[config.mk]
export PLATFORM = sky130hd
export DESIGN_NAME = awve_window
export DESIGN_NICKNAME = d
export VERILOG_FILES = /design/src/hdl/awve_pkg.sv /design/src/hdl/awve_window.sv
export SDC_FILE = /design/constraint.sdc
export NUM_CORES = 1
export LEC_CHECK = 0
export ABC_AREA = 1
export BUFFER_PORTS_ARGS = -buffer_cell sky130_fd_sc_hd__buf_2
export CORE_ASPECT_RATIO = 1.1
export CORE_MARGIN = 2
export CORE_UTILIZATION = 40
export CTS_CLUSTER_DIAMETER = 80
export DETAILED_ROUTE_END_ITERATION = 7
export PLACE_DENSITY = 0.69
export SYNTH_ARGS = -nofsm -noshare
export SYNTH_HDL_FRONTEND = slang
export SYNTH_SLANG_ARGS = --single-unit
[constraint.sdc]
create_clock -name clk -period 6.9 [get_ports clk]
set_clock_uncertainty 0.1 [all_clocks]
set_input_delay 0 -clock clk [delete_from_list [all_inputs] [get_ports clk]]
set_output_delay 0 -clock clk [all_outputs]
set_load 0.05 [all_outputs]
[src/hdl/awve_pkg.sv]
// Shared types and constants for the adaptive weighted-vote ensemble.
// Used by every module of the block but the checker; depends on nothing else.
package awve_pkg;

    // Largest number of outcomes the accuracy window can hold.
    localparam int MAX_WINDOW = 256;
    localparam int PTR_W      = (MAX_WINDOW > 1) ? $clog2(MAX_WINDOW) : 1;
    localparam int CNT_W      = $clog2(MAX_WINDOW + 1);
    localparam int WIN_LEN_W  = 9;
    localparam int CMP_W      = (WIN_LEN_W > CNT_W) ? WIN_LEN_W : CNT_W;
    localparam int ACC_W      = CNT_W + 3;

    localparam int Q_W       = 16;
    localparam int PROD_W    = 2 * Q_W;
    localparam int SUM_W     = PROD_W + 2;
    localparam int NUM_CLASS = 3;
    localparam int LABEL_W   = 8;
    localparam int CFG_IDX_W = 2;
    localparam int CFG_W     = 16;

    // Class order: buy, hold, sell.
    localparam int CLASS_BUY  = 0;
    localparam int CLASS_HOLD = 1;
    localparam int CLASS_SELL = 2;

    localparam logic OP_SCORE  = 1'b0;
    localparam logic OP_RECORD = 1'b1;

    localparam logic [CFG_IDX_W-1:0] REG_WINDOW_LENGTH = 2'd0;
    localparam logic [CFG_IDX_W-1:0] REG_INIT_IND_W    = 2'd1;
    localparam logic [CFG_IDX_W-1:0] REG_INIT_FIRST_W  = 2'd2;
    localparam logic [CFG_IDX_W-1:0] REG_INIT_SECOND_W = 2'd3;

    localparam logic [WIN_LEN_W-1:0] WINDOW_LENGTH_RST = 9'd100;
    localparam logic [Q_W-1:0] IND_W_RST    = 16'd21845;
    localparam logic [Q_W-1:0] FIRST_W_RST  = 16'd21845;
    localparam logic [Q_W-1:0] SECOND_W_RST = 16'd21846;

    localparam logic [Q_W-1:0] Q_P80  = 16'd52429;
    localparam logic [Q_W-1:0] Q_P10  = 16'd6554;
    localparam logic [Q_W-1:0] Q_U333 = 16'd21823;
    localparam logic [Q_W-1:0] Q_U334 = 16'd21889;
    localparam logic [Q_W-1:0] Q_WMAX = 16'd36045;
    localparam logic [Q_W-1:0] Q_WMIN = 16'd13107;
    localparam logic [Q_W-1:0] Q_STEP = 16'd655;
    localparam int MIN_FILL = 10;

    typedef struct packed {
        logic [Q_W-1:0] indicator;
        logic [Q_W-1:0] first_model;
        logic [Q_W-1:0] second_model;
    } weights_t;

    typedef struct packed {
        logic [1:0]                      indicator_signal;
        logic                            first_ready;
        logic [NUM_CLASS-1:0][Q_W-1:0]   first_prob;
        logic                            second_ready;
        logic [NUM_CLASS-1:0][Q_W-1:0]   second_prob;
        logic [LABEL_W-1:0]              predicted_label;
        logic [LABEL_W-1:0]              actual_label;
    } item_t;

    typedef logic [NUM_CLASS-1:0][SUM_W-1:0] class_sums_t;

endpackage

[src/hdl/awve_window.sv]
// Outcome window and weight adaptation: match ring memory, fill and correct
// counters, live weights and configuration registers. Depends on awve_pkg.
module awve_window (
    input  logic                          clk,
    input  logic                          rst_n,
    input  logic                          cfg_we,
    input  logic [awve_pkg::CFG_IDX_W-1:0] cfg_index,
    input  logic [awve_pkg::CFG_W-1:0]    cfg_data,
    input  logic                          rec_en,
    input  logic                          hit,
    output awve_pkg::weights_t            weights
);
    import awve_pkg::*;

    logic                 ring_mem [MAX_WINDOW];
    logic [PTR_W-1:0]     wr_ptr_reg, wr_ptr_next;
    logic [PTR_W-1:0]     old_ptr_reg, old_ptr_next;
    logic                 old_bit_reg;
    logic [CNT_W-1:0]     fill_reg, fill_next;
    logic [CNT_W-1:0]     correct_reg, correct_next;
    logic [WIN_LEN_W-1:0] win_len_reg;
    weights_t             weights_reg, weights_next;

    logic [CNT_W-1:0] len_eff;
    logic             drop;
    logic [ACC_W-1:0] five_c, three_f, two_f;
    logic             raise, lower;
    logic [Q_W:0]     w_up_sum;
    logic [Q_W-1:0]   w_new;
    logic [Q_W:0]     rest;

    always_comb
    begin
        if (win_len_reg == '0)
        begin
            len_eff = CNT_W'(1);
        end
        else if (CMP_W'(win_len_reg) > CMP_W'(MAX_WINDOW))
        begin
            len_eff = CNT_W'(MAX_WINDOW);
        end
        else
        begin
            len_eff = CNT_W'(win_len_reg);
        end
    end

    // A full window drops its oldest bit before the new one goes in.
    assign drop = (fill_reg >= len_eff);

    always_comb
    begin
        fill_next    = fill_reg;
        correct_next = correct_reg;
        wr_ptr_next  = wr_ptr_reg;
        old_ptr_next = old_ptr_reg;
        if (rec_en)
        begin
            fill_next    = fill_reg - CNT_W'(drop) + CNT_W'(1);
            correct_next = correct_reg - CNT_W'(drop & old_bit_reg) + CNT_W'(hit);
            wr_ptr_next  = (wr_ptr_reg == PTR_W'(MAX_WINDOW - 1)) ? '0
                         : wr_ptr_reg + PTR_W'(1);
            if (drop)
            begin
                old_ptr_next = (old_ptr_reg == PTR_W'(MAX_WINDOW - 1)) ? '0
                             : old_ptr_reg + PTR_W'(1);
            end
        end
    end

    assign five_c  = ACC_W'(correct_next) * ACC_W'(5);
    assign three_f = ACC_W'(fill_next) * ACC_W'(3);
    assign two_f   = ACC_W'({fill_next, 1'b0});
    assign raise   = (fill_next >= CNT_W'(MIN_FILL)) && (five_c > three_f);
    assign lower   = (fill_next >= CNT_W'(MIN_FILL)) && !(five_c > three_f)
                     && (five_c < two_f);

    assign w_up_sum = {1'b0, weights_reg.indicator} + {1'b0, Q_STEP};

    always_comb
    begin
        if (raise)
        begin
            w_new = (w_up_sum > {1'b0, Q_WMAX}) ? Q_WMAX : w_up_sum[Q_W-1:0];
        end
        else if ({1'b0, weights_reg.indicator} < ({1'b0, Q_WMIN} + {1'b0, Q_STEP}))
        begin
            w_new = Q_WMIN;
        end
        else
        begin
            w_new = weights_reg.indicator - Q_STEP;
        end
    end

    assign rest = {1'b1, {Q_W{1'b0}}} - {1'b0, w_new};

    always_comb
    begin
        weights_next = weights_reg;
        if (cfg_we)
        begin
            unique case (cfg_index)
                REG_INIT_IND_W:    weights_next.indicator    = cfg_data[Q_W-1:0];
                REG_INIT_FIRST_W:  weights_next.first_model  = cfg_data[Q_W-1:0];
                REG_INIT_SECOND_W: weights_next.second_model = cfg_data[Q_W-1:0];
                default:           weights_next = weights_reg;
            endcase
        end
        else if (rec_en && (raise || lower))
        begin
            weights_next.indicator    = w_new;
            weights_next.first_model  = rest[Q_W:1];
            weights_next.second_model = rest[Q_W:1];
        end
    end

    always_ff @(posedge clk or negedge rst_n)
    begin
        if (!rst_n)
        begin
            wr_ptr_reg   <= '0;
            old_ptr_reg  <= '0;
            fill_reg     <= '0;
            correct_reg  <= '0;
            win_len_reg  <= WINDOW_LENGTH_RST;
            weights_reg  <= '{indicator: IND_W_RST, first_model: FIRST_W_RST,
                              second_model: SECOND_W_RST};
        end
        else
        begin
            wr_ptr_reg  <= wr_ptr_next;
            old_ptr_reg <= old_ptr_next;
            fill_reg    <= fill_next;
            correct_reg <= correct_next;
            weights_reg <= weights_next;
            if (cfg_we && (cfg_index == REG_WINDOW_LENGTH))
            begin
                win_len_reg <= cfg_data[WIN_LEN_W-1:0];
            end
        end
    end

    // The oldest bit is read ahead so it is ready for the next record. A bit
    // written to the address being read is passed straight through.
    always_ff @(posedge clk)
    begin
        if (rec_en)
        begin
            ring_mem[wr_ptr_reg] <= hit;
        end
        if (rec_en && (wr_ptr_reg == old_ptr_next))
        begin
            old_bit_reg <= hit;
        end
        else
        begin
            old_bit_reg <= ring_mem[old_ptr_next];
        end
    end

    assign weights = weights_reg;

endmodule

=== Yosys cells after proc, flatten, opt, wreduce, memory -nomap -nowiden ===
Memory sizes are Yosys's and may differ from the RTL's. A register that Yosys moved wholly into a read port is not among the register bits.
Cells that the tools add are included.

* Register bits: 91
* Memory bits (writable): 256
* Bits of input ports: 23
* Output and inout port bits: 48
* Logic and storage cells: 67
* Memories kept: 1

{| class="wikitable"
|+ Memories
! name !! words !! bits a word !! read ports !! clocked after memory_dff !! wr ports !! RTL line !! source
|-
| ring_mem || 256 || 1 || 1 || 1 || 1 || awve_window.sv:15 || <nowiki>logic ring_mem [MAX_WINDOW];</nowiki>
|}

* Add/sub/neg operators: 9
* Multiply operators: 2
* Order comparisons: 7
* Equality and inequality tests: 8
* Mux-type cells: 18
* Bitwise gates (word level): 1
* Reduce and logical (&&, ||, !) cells: 13

{| class="wikitable"
|+ Operator list
! cell !! number
|-
| $mux 16 || 6
|-
| $mux 48 || 2
|-
| $mux 9 || 4
|-
| $mux 8 || 4
|-
| $sub 9x1->9 || 2
|-
| $add 16x10->17 const B || 1
|-
| $gt 17x16->1 const B || 1
|-
| $sub 17x16->17 const A || 1
|-
| $add 8x1->8 const B || 2
|-
| $eq 8x8->1 const B || 2
|-
| $lt 16x14->1 const B || 1
|-
| $sub 16x10->16 const B || 1
|-
| $gt 12x11->1 || 1
|-
| $lt 12x10->1 || 1
|-
| $mul 9x3->12 const B || 1
|-
| $mul 9x2->11 const B || 1
|-
| $add 9x1->9 || 1
|-
| $add 9x1->9 const B || 1
|-
| $ge 9x4->1 const B || 1
|-
| $ge 9x9->1 || 1
|-
| $gt 9x9->1 const B || 1
|-
| $logic_not 9->1 || 1
|-
| $ne 2x1->1 const B || 3
|-
| $reduce_and 2->1 || 3
|-
| 9 further kinds || 15
|}

=== Longest topological paths before layout ===
* Depth after elaboration: 17
* Gate-level depth with buffers: 58
* Depth with buffers taken out: 58

=== Worst setup path before layout ===
Ideal clock, no wire load.

* Path kind: register to register
* Start point: register with a tool-made name
* End point: register weights_reg (netlist bit weights[13])
* Setup time: 0.118 ns
* Arrival: 6.843 ns
* Required time: 6.682 ns
* Setup slack: -0.161 ns
* Stages on the path, launching flop included: 50
* Buffers on the path: 3
* Period minus slack after synthesis: 7.061 ns
* Path through: dfxtp_1 > clkbuf_1 > clkbuf_1 > clkbuf_1 > nor2_1 > o221ai_1 > a31oi_1 > o21ai_0 > o311ai_0 > nand3_1 > nand2_1 > nor2_1 > ha_1 > inv_1 > ha_1 > fa_1 > nand3_1 > nand2_1 > [... 14 more ...] > nor4_1 > nand4_1 > nand2_1 > a21o_2 > nand2_1 > a21oi_2 > ha_1 > inv_1 > nor2_1 > nand2_2 > nor2_2 > nand2_1 > nand2_1 > nand2_1 > nand2_1 > nand2_1 > nand2_1 > nand2_1

{| class="wikitable"
|+ RTL lines
! item !! RTL line !! source
|-
| to (signal assigned) || awve_window.sv:127 || <nowiki>weights_reg <= '{indicator: IND_W_RST, first_model: FIRST_W_RST,</nowiki>
|-
| to (signal assigned) || awve_window.sv:136 || <nowiki>weights_reg <= weights_next;</nowiki>
|-
| to (decl) || awve_window.sv:22 || <nowiki>weights_t weights_reg, weights_next;</nowiki>
|}

==> results.tsv <==
stage	metric	value	unit
cts	cts_buffer_depth	3	
die	io_pins	71	
flow_run	max_cap_viol_count	0	
cells_and_area	largest_reg_flops	256	
synth	yosysMostFrequentCell	nor2_1	
cells_and_area	fillers	4326	
grt	overflow	0	
timing	hold_violations	0	
timing	holdWs	182.2	ps
place	hpwlAfterDp	34880	µm
route	dr.pass1.iters	8	
synth	yosys-top-cells-count	nor2_1 (469), nand2_1 (376), edfxtp_1 (256)	
synth	yosys.area.top_type_share	39.92	%
timing	finalSetupViolations	47	
cts	cts_tree	done	
timing	worst_slack	-436.5	ps
critical_path	cp.arrival	7680	ps
synth	async_flop_share	25.63	%
cts	clk_pin_slew_worst_paths	60	ps
synth	ys.warnings.count	0	
cells_and_area	layout-area-overhead-vs-synth	25.69	%
critical_path	slowest_delay	370	ps
place	port_buffers	70	
worst_hold_path	holdPathStages	3	
route	drt-total-wl	55050	µm
critical_path	cp_common_cell	nand2_1	
synth	avgSynthCellArea	8.940	µm²
cells_and_area	antenna_cells	0	
cts	root_buffer	clkbuf_16	
die	die_area	0.04991	mm²
synth	syn_area	0.01926	mm²
timing	period_minus_slack	7337	ps
cts	cts_buffers	41	
place	gp_congestion	0.9195	
critical_path	path_class	reg -> reg	
timing	rsz0062_at_grt	true	
grt	grt_usage	21.90	%
grt	grt_pass1_vias	16270	
route	via_per_inst	5.390	
synth	synth_flop_cell	edfxtp_1	
synth	netlist_top_cells_area	edfxtp_1 (40%), nor2_1 (9.1%), dfrtp_1 (8.3%)	
route	num_vias	16430	
critical_path	ff2ff_path_depth	50	
timing	relSlewSlack	34.13	%
synth	synth_cells	2154	
grt	grt_max_degree	90	
die	die_w	213.2	µm
route	drc_errors	0	
grt	antenna_found_initial	0	
cells_and_area	final_layout_size_suffix_gt1_share	22.93	%
cts	clk_latency	560	ps
synth	synth_edf_count	256	
route	drtIter0Drc	1571	
critical_path	crit_slowest_cell	dfxtp_4	
timing	tightest_slew	985.6	ps
timing	min_period_over_period	106.3	%
worst_hold_path	worstHoldPathType	in -> reg	
timing	fmax	136.3	MHz
route	avgRoutedWirePerCell	18.06	µm
run_status	status	finished with violations	
timing	maxSlewViolCount	0	
route	postRouteAntennaNets	0	
cts	h-tree-depth	2	
cells_and_area	nets	2490	
critical_path	start_kind	register	
synth	ys_ff_latch	355	
grt	grt_pass1_wl	86150	µm
die	die_h	234.1	µm
cts	cts_sinks	355	
critical_path	crit_path_end_kind	register	
die	rows	84	
synth	ys_types	57	
synth	synth_nets	2270	
critical_path	crit_required	7240	ps
synth	yosysTopAreaCell	edfxtp_1	
die	initial_utilization	40.36	%
synth	yosysSeqAreaShare	52.76	%
critical_path	crit_fanout	7	
run_status	violations	setup timing	
die	coreArea	0.04772	mm²
[per-layer routing]
layer / track usage [%] / vias up / wire [µm]
met3: 2.772 / 125 / 3831
met4: 8.702 / 0 / 1925
li1: - / 7727 / -
met5: 0 / - / 0
met1: 27.54 / 7914 / 21780
met2: 38.28 / 663 / 27510
[layout make-up]
class | count | area, µm² | share of cell area, %
tap | 645 | 807.0 | 3.335
clock inverter | 17 | 152.6 | 0.6307
sequential | 355 | 10160 | 41.99
inverter | 176 | 669.4 | 2.766
timing repair buffer | 290 | 2545 | 10.52
multi-input combinational | 1510 | 8682 | 35.87
clock buffer | 55 | 1182 | 4.885
[final timing paths]
path	from	to	slack, ps
setup / recovery	register	weights[13]	-440
hold / removal	cfg_data[0]	win_len_reg[0]	180
setup reg to reg	register	weights[13]	-440
hold reg to reg	weights[22]	weights[22]	370
max in group asynchronous	rst_n	weights[5]	4850
min in group asynchronous	rst_n	weights[44]	500
[critical path: cells and delay by family (launching register included)]
family | cells | cell delay [ps]
buffers and inverters | 8 | 820
xor gates and xnor gates | 1 | 140
AOI/OAI and AO/OA | 11 | 1860
DFF | 1 | 370
and+or+nand+nor | 23 | 1930
adders and majority gates | 7 | 1930
[kinds of logic after synthesis]
kind of cell | synth area share (%)
muxes | 0.2339
adders and majority gates | 6.160
DFF | 52.76
and+or+nand+nor | 21.16
xor gates and xnor gates | 1.995
AOI/OAI and AO/OA | 11.80
buffers and inverters | 5.893
[per-stage QoR]
step | util [%] | setup WS, ps | std cells | TNS, ps | area (µm²)
detailed placement | 44.67 | -757.6 | 2911 | -25330 | 21310
global route | 50.72 | -864.8 | 3048 | -31420 | 24200
CTS | 49.98 | -340.0 | 3039 | -7599 | 23850
floorplan | - | 6.251 | 2154 | 0 | 19270
finish | 50.72 | -436.5 | 3048 | -12370 | 24200
global placement | 44.67 | -746.0 | 2911 | -24220 | 21310
[placed cells by master (no fill, tap or decap), drive strengths merged, types with 2 or more instances in the layout]
master	n
nand4	17
a31oi	15
a21o	2
o21a	2
dfstp	27
mux2	4
o31ai	5
xor2	30
a21oi	60
dfxtp	8
ha	90
o21ai	205
nor3b	3
clkbuf	57
or2	2
o221ai	65
nand3b	3
o21bai	8
a211oi	4
clkinvlp	3
xnor2	13
fa	3
nor3	15
dfrtp	64
inv	177
clkinv	12
dlygate4sd3	27
edfxtp	256
nor4	6
o22ai	3
nor2	485
buf	261
nand2	390
nand3	73
[what timing repair did]
action                                  CTS  global route
resized for setup                       177            65
hold buffers                             27             0
cloned                                    6             3
endpoints found under the hold margin   217             0
endpoints found under the setup margin   48            48
setup buffers                            24             7
pin swaps                                89            71
Power is left out: the tool's default activity adds up to more than one toggle a clock period on the data nets, which glitch-free logic cannot reach.
