File: src/hdl/awve_pkg.sv
// Shared types and constants for the adaptive weighted-vote ensemble.
// Used by every module of the block but the checker; depends on nothing else.
package awve_pkg;

    // Largest number of outcomes the accuracy window can hold.
    localparam int MAX_WINDOW = 256;
    localparam int PTR_W      = (MAX_WINDOW > 1) ? $clog2(MAX_WINDOW) : 1;
    localparam int CNT_W      = $clog2(MAX_WINDOW + 1);
    localparam int WIN_LEN_W  = 9;
    localparam int CMP_W      = (WIN_LEN_W > CNT_W) ? WIN_LEN_W : CNT_W;
    localparam int ACC_W      = CNT_W + 3;

    localparam int Q_W       = 16;
    localparam int PROD_W    = 2 * Q_W;
    localparam int SUM_W     = PROD_W + 2;
    localparam int NUM_CLASS = 3;
    localparam int LABEL_W   = 8;
    localparam int CFG_IDX_W = 2;
    localparam int CFG_W     = 16;

    // Class order: buy, hold, sell.
    localparam int CLASS_BUY  = 0;
    localparam int CLASS_HOLD = 1;
    localparam int CLASS_SELL = 2;

    localparam logic OP_SCORE  = 1'b0;
    localparam logic OP_RECORD = 1'b1;

    localparam logic [CFG_IDX_W-1:0] REG_WINDOW_LENGTH = 2'd0;
    localparam logic [CFG_IDX_W-1:0] REG_INIT_IND_W    = 2'd1;
    localparam logic [CFG_IDX_W-1:0] REG_INIT_FIRST_W  = 2'd2;
    localparam logic [CFG_IDX_W-1:0] REG_INIT_SECOND_W = 2'd3;

    localparam logic [WIN_LEN_W-1:0] WINDOW_LENGTH_RST = 9'd100;
    localparam logic [Q_W-1:0] IND_W_RST    = 16'd21845;
    localparam logic [Q_W-1:0] FIRST_W_RST  = 16'd21845;
    localparam logic [Q_W-1:0] SECOND_W_RST = 16'd21846;

    localparam logic [Q_W-1:0] Q_P80  = 16'd52429;
    localparam logic [Q_W-1:0] Q_P10  = 16'd6554;
    localparam logic [Q_W-1:0] Q_U333 = 16'd21823;
    localparam logic [Q_W-1:0] Q_U334 = 16'd21889;
    localparam logic [Q_W-1:0] Q_WMAX = 16'd36045;
    localparam logic [Q_W-1:0] Q_WMIN = 16'd13107;
    localparam logic [Q_W-1:0] Q_STEP = 16'd655;
    localparam int MIN_FILL = 10;

    typedef struct packed {
        logic [Q_W-1:0] indicator;
        logic [Q_W-1:0] first_model;
        logic [Q_W-1:0] second_model;
    } weights_t;

    typedef struct packed {
        logic [1:0]                      indicator_signal;
        logic                            first_ready;
        logic [NUM_CLASS-1:0][Q_W-1:0]   first_prob;
        logic                            second_ready;
        logic [NUM_CLASS-1:0][Q_W-1:0]   second_prob;
        logic [LABEL_W-1:0]              predicted_label;
        logic [LABEL_W-1:0]              actual_label;
    } item_t;

    typedef logic [NUM_CLASS-1:0][SUM_W-1:0] class_sums_t;

endpackage

File: src/hdl/awve_pick.sv
// Picks the largest class sum (ties to the lower class) and rounds it to
// a saturated Q0.16 confidence. Depends on awve_pkg.
module awve_pick (
    input  awve_pkg::class_sums_t    sums,
    output logic [awve_pkg::Q_W-1:0] confidence
);
    import awve_pkg::*;

    logic [SUM_W-1:0]   best;
    logic [SUM_W:0]     rounded;
    logic [SUM_W-Q_W:0] scaled;

    always_comb
    begin
        best = sums[CLASS_BUY];
        if (sums[CLASS_HOLD] > best)
        begin
            best = sums[CLASS_HOLD];
        end
        if (sums[CLASS_SELL] > best)
        begin
            best = sums[CLASS_SELL];
        end
    end

    assign rounded = {1'b0, best} + (SUM_W + 1)'(32768);
    assign scaled  = rounded[SUM_W:Q_W];

    assign confidence = (|scaled[SUM_W-Q_W:Q_W]) ? {Q_W{1'b1}} : scaled[Q_W-1:0];

endmodule

File: config.mk
export PLATFORM = sky130hd
export DESIGN_NAME = awve_pick
export DESIGN_NICKNAME = d
export VERILOG_FILES = /design/src/hdl/awve_pkg.sv /design/src/hdl/awve_pick.sv
export SDC_FILE = /design/constraint.sdc
export NUM_CORES = 1
export LEC_CHECK = 0
export BUFFER_PORTS_ARGS = -buffer_cell sky130_fd_sc_hd__buf_4
export CORE_ASPECT_RATIO = 1.4
export CORE_MARGIN = 2
export CORE_UTILIZATION = 30
export DETAILED_ROUTE_END_ITERATION = 6
export SLEW_MARGIN = 10
export SYNTH_ARGS = -nofsm -noshare
export SYNTH_HDL_FRONTEND = slang
export SYNTH_SLANG_ARGS = --single-unit
File: constraint.sdc
create_clock -name vclk -period 10.9
set_clock_uncertainty 0.05 [all_clocks]
set_input_delay 2.18 -clock vclk [all_inputs]
set_output_delay 2.18 -clock vclk [all_outputs]
set_load 0.02 [all_outputs]
# After elaboration in Yosys (flattened, before gate mapping)
# Index checks and enable logic that the tools add are counted.
# totals
ff_bits,0
input_bits,102
output_inout_bits,16
wordCells,7
# classes
addsub,1
order_cmp,2
n_mux,3
n_reduce_logical,1
# op_table
operator,n
34-bit greater-than comparator,2
34-bit two-way mux,2
"34-bit by 16-bit adder with 35-bit output, second input constant",1
16-bit two-way mux,1
3-bit OR reduction,1

# Logic depth before layout (Yosys ltp)
# Gate-level depths: netlist of run 1.
# logic_depth
word_depth,7
ltp_mapped,33
depth_no_buf,24

# Worst setup path after synthesis of run 1
# Ideal clock, no wire load.
# synth_path
path_kind,input to output
from,in sums[25] in the netlist's numbering
to,out confidence[14] in the netlist's numbering
arrival_time_ns,7.924
required_time_ns,8.670
slack_ns,0.746
stages,33
path_buffers,9
path_cell_list,inv_1 ha_1 and4_1 and4_1 nand3_1 o221ai_2 o21ai_4 buf_6 buf_2 buf_2 buf_2 mux2i_1 ha_1 a21oi_1 o21ai_0 a21oi_1 o21ai_0 a211oi_2 or2_1 buf_4 buf_2 buf_2 buf_1 nor2_1 a21oi_1 ha_1 o31ai_1 a21oi_2 nand2b_1 and3_1 a41o_2 buf_6 nand2_1
# synth_between
elab_chain_cells,7
# synth_rtl
element,line,source
from (decl),awve_pick.sv:4,"input awve_pkg::class_sums_t sums,"
34-bit greater-than comparator,awve_pick.sv:16,if (sums[CLASS_HOLD] > best)
34-bit two-way mux *,awve_pick.sv:16,
34-bit greater-than comparator,awve_pick.sv:20,if (sums[CLASS_SELL] > best)
34-bit two-way mux *,awve_pick.sv:20,
34-bit by 16-bit adder with 35-bit output *,awve_pick.sv:26,"assign rounded = {1'b0, best} + (SUM_W + 1)'(32768);"
3-bit OR reduction,awve_pick.sv:29,assign confidence = (|scaled[SUM_W-Q_W:Q_W]) ? {Q_W{1'b1}} : scaled[Q_W-1:0];
16-bit two-way mux *,awve_pick.sv:29,
to (decl),awve_pick.sv:5,output logic [awve_pkg::Q_W-1:0] confidence
# Mark *: on every way between the ends. The rest lies on a longest branch, timed or not.

# Final worst setup path of run 1
# layout_path
from,in sums[9] in the netlist's numbering
to,out confidence[3] in the netlist's numbering
# The elaborated chain is that of the path after synthesis.

==> qor.yml, run 1 <==
status:
  status: "finished, final reports clean"
job:
  drv_cap: 0
finish:
  layout.cells.non_filler: 656
  layout_common_cells: "buf_4 (123), ha_1 (69), nand2_1 (57)"
  nFillCells: 1048
  drive_gt1_share_pct: 27.1
  design_area_um2: 4020
  final_common_cell: "buf_4"
  regArea_um2: 0
  area_growth_pct: 35.1
  multi_input_area_um2: 2770
  antenna_cells_inserted: 0
  nets: 694
  clock_buffers: 0
  nFlopsAndLatches: 0
timing:
  slew_headroom_pct: 39.5
  max_freq_mhz: 99.3
  finalHoldViolations: 0
  slew_violations: 0
  finalSetupTns_ns: 0
  fin_crit_sh_pct: 92.3
  tightest_slew_ns: 0.904
  setup_violations: 0
  rsz0062_at_grt: "false"
  finalCriticalPeriod_ns: 10.07
  fin_ws_ns: 0.834
setup_path:
  required_ns: 8.67
  cp-end-kind: "output pin"
  arrival_ns: 7.84
  path_max_fanout: 16
  critPathKind: "in2out"
  start_kind: "primary input"
global_routing:
  use_met3_pct: 0.610
  grt_overflow_total: 0
  grt_pass1_vias: 3322
  grt_use_met2_pct: 32.8
  grt_max_degree: 25
  grt_busiest_layer: "met2"
  grt_use_total_pct: 17.1
  grt_use_met1_pct: 20.7
  antenna_found_initial: 0
  grt_pass1_wl_mm: 15.1
floorplanning:
  die_y_um: 122
  die_x_um: 88.2
  die-area_um2: 10800
  row_count: 43
  floorplan.initialDensity_pct: 30.4
  core-area_um2: 9790
  io_pins: 118
placed_design:
  placed_area_um2: 4000
  place_congestion: 0.861
  dp_cells: 653
  dp_hpwl_mm: 8.35
  port_buffers: 118
  dp_slack_ns: 0.522
cts:
  holdBufCountCts: 0
routing:
  drt-total-wl_mm: 9.48
  viasPerCell: 5.07
  drt-initial-drc-count: 137
  drcViolationCount: 0
  postRouteAntennaNets: 0
  route.vias.total: 3329
  detail_route.first_pass.iterations: 6
  wl_per_cell_um: 14.5
pwr:
  p_total_w: 0.000256
  p_per_area_nw_per_um2: 63.5
  ir_drop_uv: 28.9
  p_leak_nw: 2.09
logic_synthesis:
  yosysWarnings: 0
  synth_area_per_cell_um2: 7.30
  yosysUniqueCellTypes: 53
  seq_area_frac_synth_pct: 0
  syn-num-nets: 579
  syn_area_um2: 2980
  synth_cells: 408
min_path:
  min_path_type: "in2out"
## report_power, final
part           switching [W]  leakage [nW]  internal [W]
registers                  0             0             0
logic               0.000140          2.09      0.000115
clock network              0             0             0
total               0.000140          2.09      0.000115
## logic make-up after synthesis
kind of cell             share of synthesized area [%]
adder cells (fa/ha/maj)                           29.0
AO/OA/AOI/OAI                                     20.5
AND/OR/NAND/NOR                                   23.7
buffers and inverters                             6.93
XOR/XNOR                                          5.59
multiplexers                                      14.3
## final cells by class
| type | instances | area share (%) |
|---|---|---|
| inverters | 37 | 3.45 |
| multi-input cells | 360 | 68.9 |
| well taps | 135 | 4.20 |
| repair buffers | 124 | 23.5 |
## worst max-delay path: stages
cell      delay, ns
buf_4          0.09
inv_1          0.03
ha_1           0.29
a21oi_1        0.19
o21ai_1        0.10
a221oi_1       0.40
a21boi_1       0.19
o21ai_4        0.23
buf_4          0.23
buf_4          0.16
mux2i_1        0.19
ha_1           0.26
a21oi_1        0.17
nor2_1         0.06
a211oi_1       0.28
o211ai_1       0.18
a211oi_2       0.34
or2_1          0.37
nor2_1         0.07
a21oi_1        0.13
ha_1           0.22
o31ai_1        0.10
a21oi_2        0.32
nand2b_1       0.09
and3_1         0.18
a41o_2         0.40
o21ai_0        0.17
buf_4          0.20
## worst paths after layout
kind	from	endpoint	slack, ns	depth (start not counted)
min	sums[96]	confidence[12]	4.76	4
max	sums[9]	confidence[3]	0.83	28
## metrics by stage
step / utilization, % / hold slack (ns)
detailed placement: 40.9 / 4.77
finish: 41.1 / 4.76
global placement: 40.9 / 4.75
CTS: 40.9 / 4.78
global route: 41.1 / 4.79
floorplan: - / 4.57
## timing repair
item / 4_1_cts / 5_1_grt
gates resized for setup: 0 / 0
setup buffers: 0 / 3
setup endpoints to repair: 0 / 2
## Yosys cell counts, types with 2 or more instances
cell type / count / area, µm²
ha_1: 69 / 863
nand2_1: 57 / 214
mux2i_1: 39 / 390
inv_1: 37 / 139
a21oi_1: 32 / 160
o21ai_0: 23 / 115
nand3_1: 18 / 90.1
nor2_1: 17 / 63.8
and4_1: 10 / 87.6
xor2_1: 10 / 87.6
and3_1: 9 / 56.3
xnor2_1: 9 / 78.8
buf_2: 6 / 30.0
and2_1: 5 / 31.3
nor3_1: 5 / 25.0
o211ai_1: 5 / 37.5
nand4_1: 4 / 25.0
o21ai_1: 4 / 20.0
a21o_1: 3 / 22.5
a221oi_1: 3 / 26.3
nand2b_1: 3 / 18.8
nor2b_1: 3 / 18.8
a211oi_1: 2 / 15.0
a21oi_2: 2 / 17.5
a31oi_1: 2 / 12.5
buf_6: 2 / 22.5
o211ai_2: 2 / 25.0
or2_1: 2 / 12.5
## routing by layer
metal  routed length (µm)  vias up
li1                     -     1720
met1                 3930     1505
met2                 4970       92
met3                  389       12
met4                  195        0
met5                    0        -
(Power assumes the default switching activity.)
==> run 2, diff against run 1 <==
ABC_AREA = 1   (was not set)
CORE_ASPECT_RATIO = not set   (was 1.4)
==> run 2 against run 1 <==
Effect of this change: synthesized area grew 24%; non-clock buffer count shrank 4; combinational power grew 35%; highest routed layer unchanged; critical path type unchanged; sequential share of layout area is the same; worst setup slack gained 0.082 ns; first-iteration DRC count grew 72%; via count grew 26%; final cell count grew 37%; critical path depth grew 4.
==> qor.yml, run 2 <==
placed_design:
  dp_slack_ns: 0.979  # was 0.522 ns
  dp_cells: 900  # was 653
  port_buffers: 118  # unchanged
  place_congestion: 0.844  # was 0.861
  dp_hpwl_mm: 9.60  # was 8.35 mm
  placed_area_um2: 4590  # was 4000 µm²
floorplanning:
  row_count: 40  # was 43
  io_pins: 118  # unchanged
  die-area_um2: 13200  # was 10,800 µm²
  die_y_um: 115  # was 122 µm
  core-area_um2: 12000  # was 9790 µm²
  die_x_um: 115  # was 88.2 µm
  floorplan.initialDensity_pct: 30.8  # was 30.4%
finish:
  drive_gt1_share_pct: 24.6  # was 27.1%
  nFlopsAndLatches: 0  # unchanged
  final_common_cell: "nand2_1"  # was buf_4
  antenna_cells_inserted: 0  # unchanged
  layout_common_cells: "nand2_1 (221), buf_4 (120), inv_1 (90)"  # was buf_4 (123), ha_1 (69), nand2_1 (57)
  nets: 926  # was 694
  nFillCells: 1374  # was 1,048
  regArea_um2: 0  # unchanged
  area_growth_pct: 24.2  # was 35.1%
  clock_buffers: 0  # unchanged
  layout.cells.non_filler: 900  # was 656
  design_area_um2: 4590  # was 4020 µm²
timing:
  setup_violations: 0  # unchanged
  fin_ws_ns: 0.916  # was 0.834 ns
  tightest_slew_ns: 0.640  # was 0.904 ns
  finalCriticalPeriod_ns: 9.98  # was 10.07 ns
  slew_headroom_pct: 57.3  # was 39.5%
  slew_violations: 0  # unchanged
  rsz0062_at_grt: "false"  # unchanged
  finalHoldViolations: 0  # unchanged
  finalSetupTns_ns: 0  # unchanged
  max_freq_mhz: 100  # was 99.3 MHz
  fin_crit_sh_pct: 91.6  # was 92.3%
logic_synthesis:
  yosysUniqueCellTypes: 36  # was 53
  yosys-top-cells-count: "nand2_1 (221), inv_1 (90), ha_1 (69), nand3_1 (68), nor2_1 (36)"  # was ha_1 (69), nand2_1 (57), mux2i_1 (39), inv_1 (37), a21oi_1 (32)
  seq_area_frac_synth_pct: 0  # unchanged
  synth_top_area_share_pct: 23.3  # was 29.0%
  synth_top_area_cell: "ha_1"  # unchanged
  yosys.cell_count.top_type: "nand2_1"  # was ha_1
  synth_area_per_cell_um2: 5.66  # was 7.30 µm²
  synth.area.top_cells: "ha_1 (23%), nand2_1 (22%), nand3_1 (9.2%)"  # was ha_1 (29%), mux2i_1 (13%), nand2_1 (7.2%)
  yosysWarnings: 0  # unchanged
  synth_cells: 653  # was 408
  syn-num-nets: 824  # was 579
  syn_area_um2: 3700  # was 2980 µm²
setup_path:
  arrival_ns: 7.75  # was 7.84 ns
  start_kind: "primary input"  # unchanged
  required_ns: 8.67  # about the same
  cp-end-kind: "output pin"  # unchanged
  cpPeakStageDelay_ns: 0.52  # was 0.40 ns
  crit_top_cell: "nand2_1"  # was buf_4
  cp_slowest_cell: "nand2_4"  # was a221oi_1
  path_max_fanout: 62  # was 16
  critPathTopFamily: "simple AND/OR/NAND/NOR gates"  # was compound AO/OA/AOI/OAI gates
  path_buf_inv: 4  # was 5
  critPathKind: "in2out"  # unchanged
pwr:
  p_int_w: 0.000131  # was 0.000115 W
  p_per_area_nw_per_um2: 75.2  # was 63.5 nW/µm²
  combPwrFrac_pct: 100.0  # about the same
  p_seq_share_pct: 0  # about the same
  p_total_w: 0.000345  # was 0.000256 W
  p_leak_nw: 2.66  # was 2.09 nW
  switchingPower_w: 0.000215  # was 0.000140 W
  ir_drop_uv: 23.4  # was 28.9 µV
  switching_share_pct: 62.2  # was 54.9%
  power.share.clock_pct: 0  # about the same
global_routing:
  grt_pass1_vias: 3929  # was 3,322
  grt_pass1_wl_mm: 18.1  # was 15.1 mm
  grt_use_total_pct: 16.6  # was 17.1%
  grt_overflow_total: 0  # unchanged
  antenna_found_initial: 0  # unchanged
  grt_max_degree: 63  # was 25
status:
  status: "finished, final reports clean"  # unchanged
min_path:
  min_path_type: "in2out"  # unchanged
routing:
  route.vias.total: 4192  # was 3,329
  drt-initial-drc-count: 235  # was 137
  wl_per_cell_um: 12.2  # was 14.5 µm
  postRouteAntennaNets: 0  # unchanged
  drt-total-wl_mm: 11.0  # was 9.48 mm
  viasPerCell: 4.66  # was 5.07
  detail_route.first_pass.iterations: 5  # was 6
  drcViolationCount: 0  # unchanged
job:
  drv_cap: 0  # unchanged
cts:
  holdBufCountCts: 0  # unchanged
  cts_setup_buffers: 0  # unchanged
  cts_resized: 0  # unchanged
==> run 2: area by class of cell <==
| type | count | area [µm²] | area share, % |
|---|---|---|---|
| multi-input cells | 541 | 3160 | 68.9 |
| repair buffers | 120 | 901 | 19.6 |
| inverters | 92 | 345 | 7.52 |
| well taps | 147 | 184 | 4.01 |
==> run 2: worst paths after layout <==
kind | start | endpoint | slack [ns] | cells after the start
max | sums[29] | confidence[9] | 0.92 | 32
min | sums[85] | confidence[1] | 4.85 | 6
==> run 2: cell families after synthesis <==
| logic type | after synthesis | share of synthesized area, % |
|---|---|---|
| AOI/OAI and AO/OA | 55 | 8.09 |
| xor gates and xnor gates | 6 | 1.42 |
| adders and majority gates | 69 | 23.3 |
| buffers and inverters | 112 | 14.5 |
| and+or+nand+nor | 411 | 52.6 |
==> run 2: metrics by stage <==
stage | hold slack, ns | utilization (%)
floorplan | 4.63 | -
global placement | 4.86 | 38.2
detailed placement | 4.86 | 38.2
CTS | 4.86 | 38.2
global route | 4.89 | 38.2
finish | 4.85 | 38.2
==> run 2: worst min-delay path: cells and delay by family <==
family / cells / cell delay, ns
xor+xnor: 1 / 0.07
simple gates: 3 / 0.25
buf+inv: 2 / 0.23
==> run 2: routing by layer <==
metal	vias to the layer above	track usage, %	wire length (µm)
met5	-	0	0
met4	0	0.482	37
met3	2	2.21	795
met2	119	28.2	4870
met1	1772	23.6	5320
li1	2299	-	-
==> run 2: power groups by stage <==
| stage | clock network (W) | logic, W | registers (W) |
|---|---|---|---|
| floorplan | 0 | 0.000260 | 0 |
| global placement | 0 | 0.000347 | 0 |
| detailed placement | 0 | 0.000347 | 0 |
| CTS | 0 | 0.000349 | 0 |
| global route | 0 | 0.000394 | 0 |
| finish | 0 | 0.000345 | 0 |
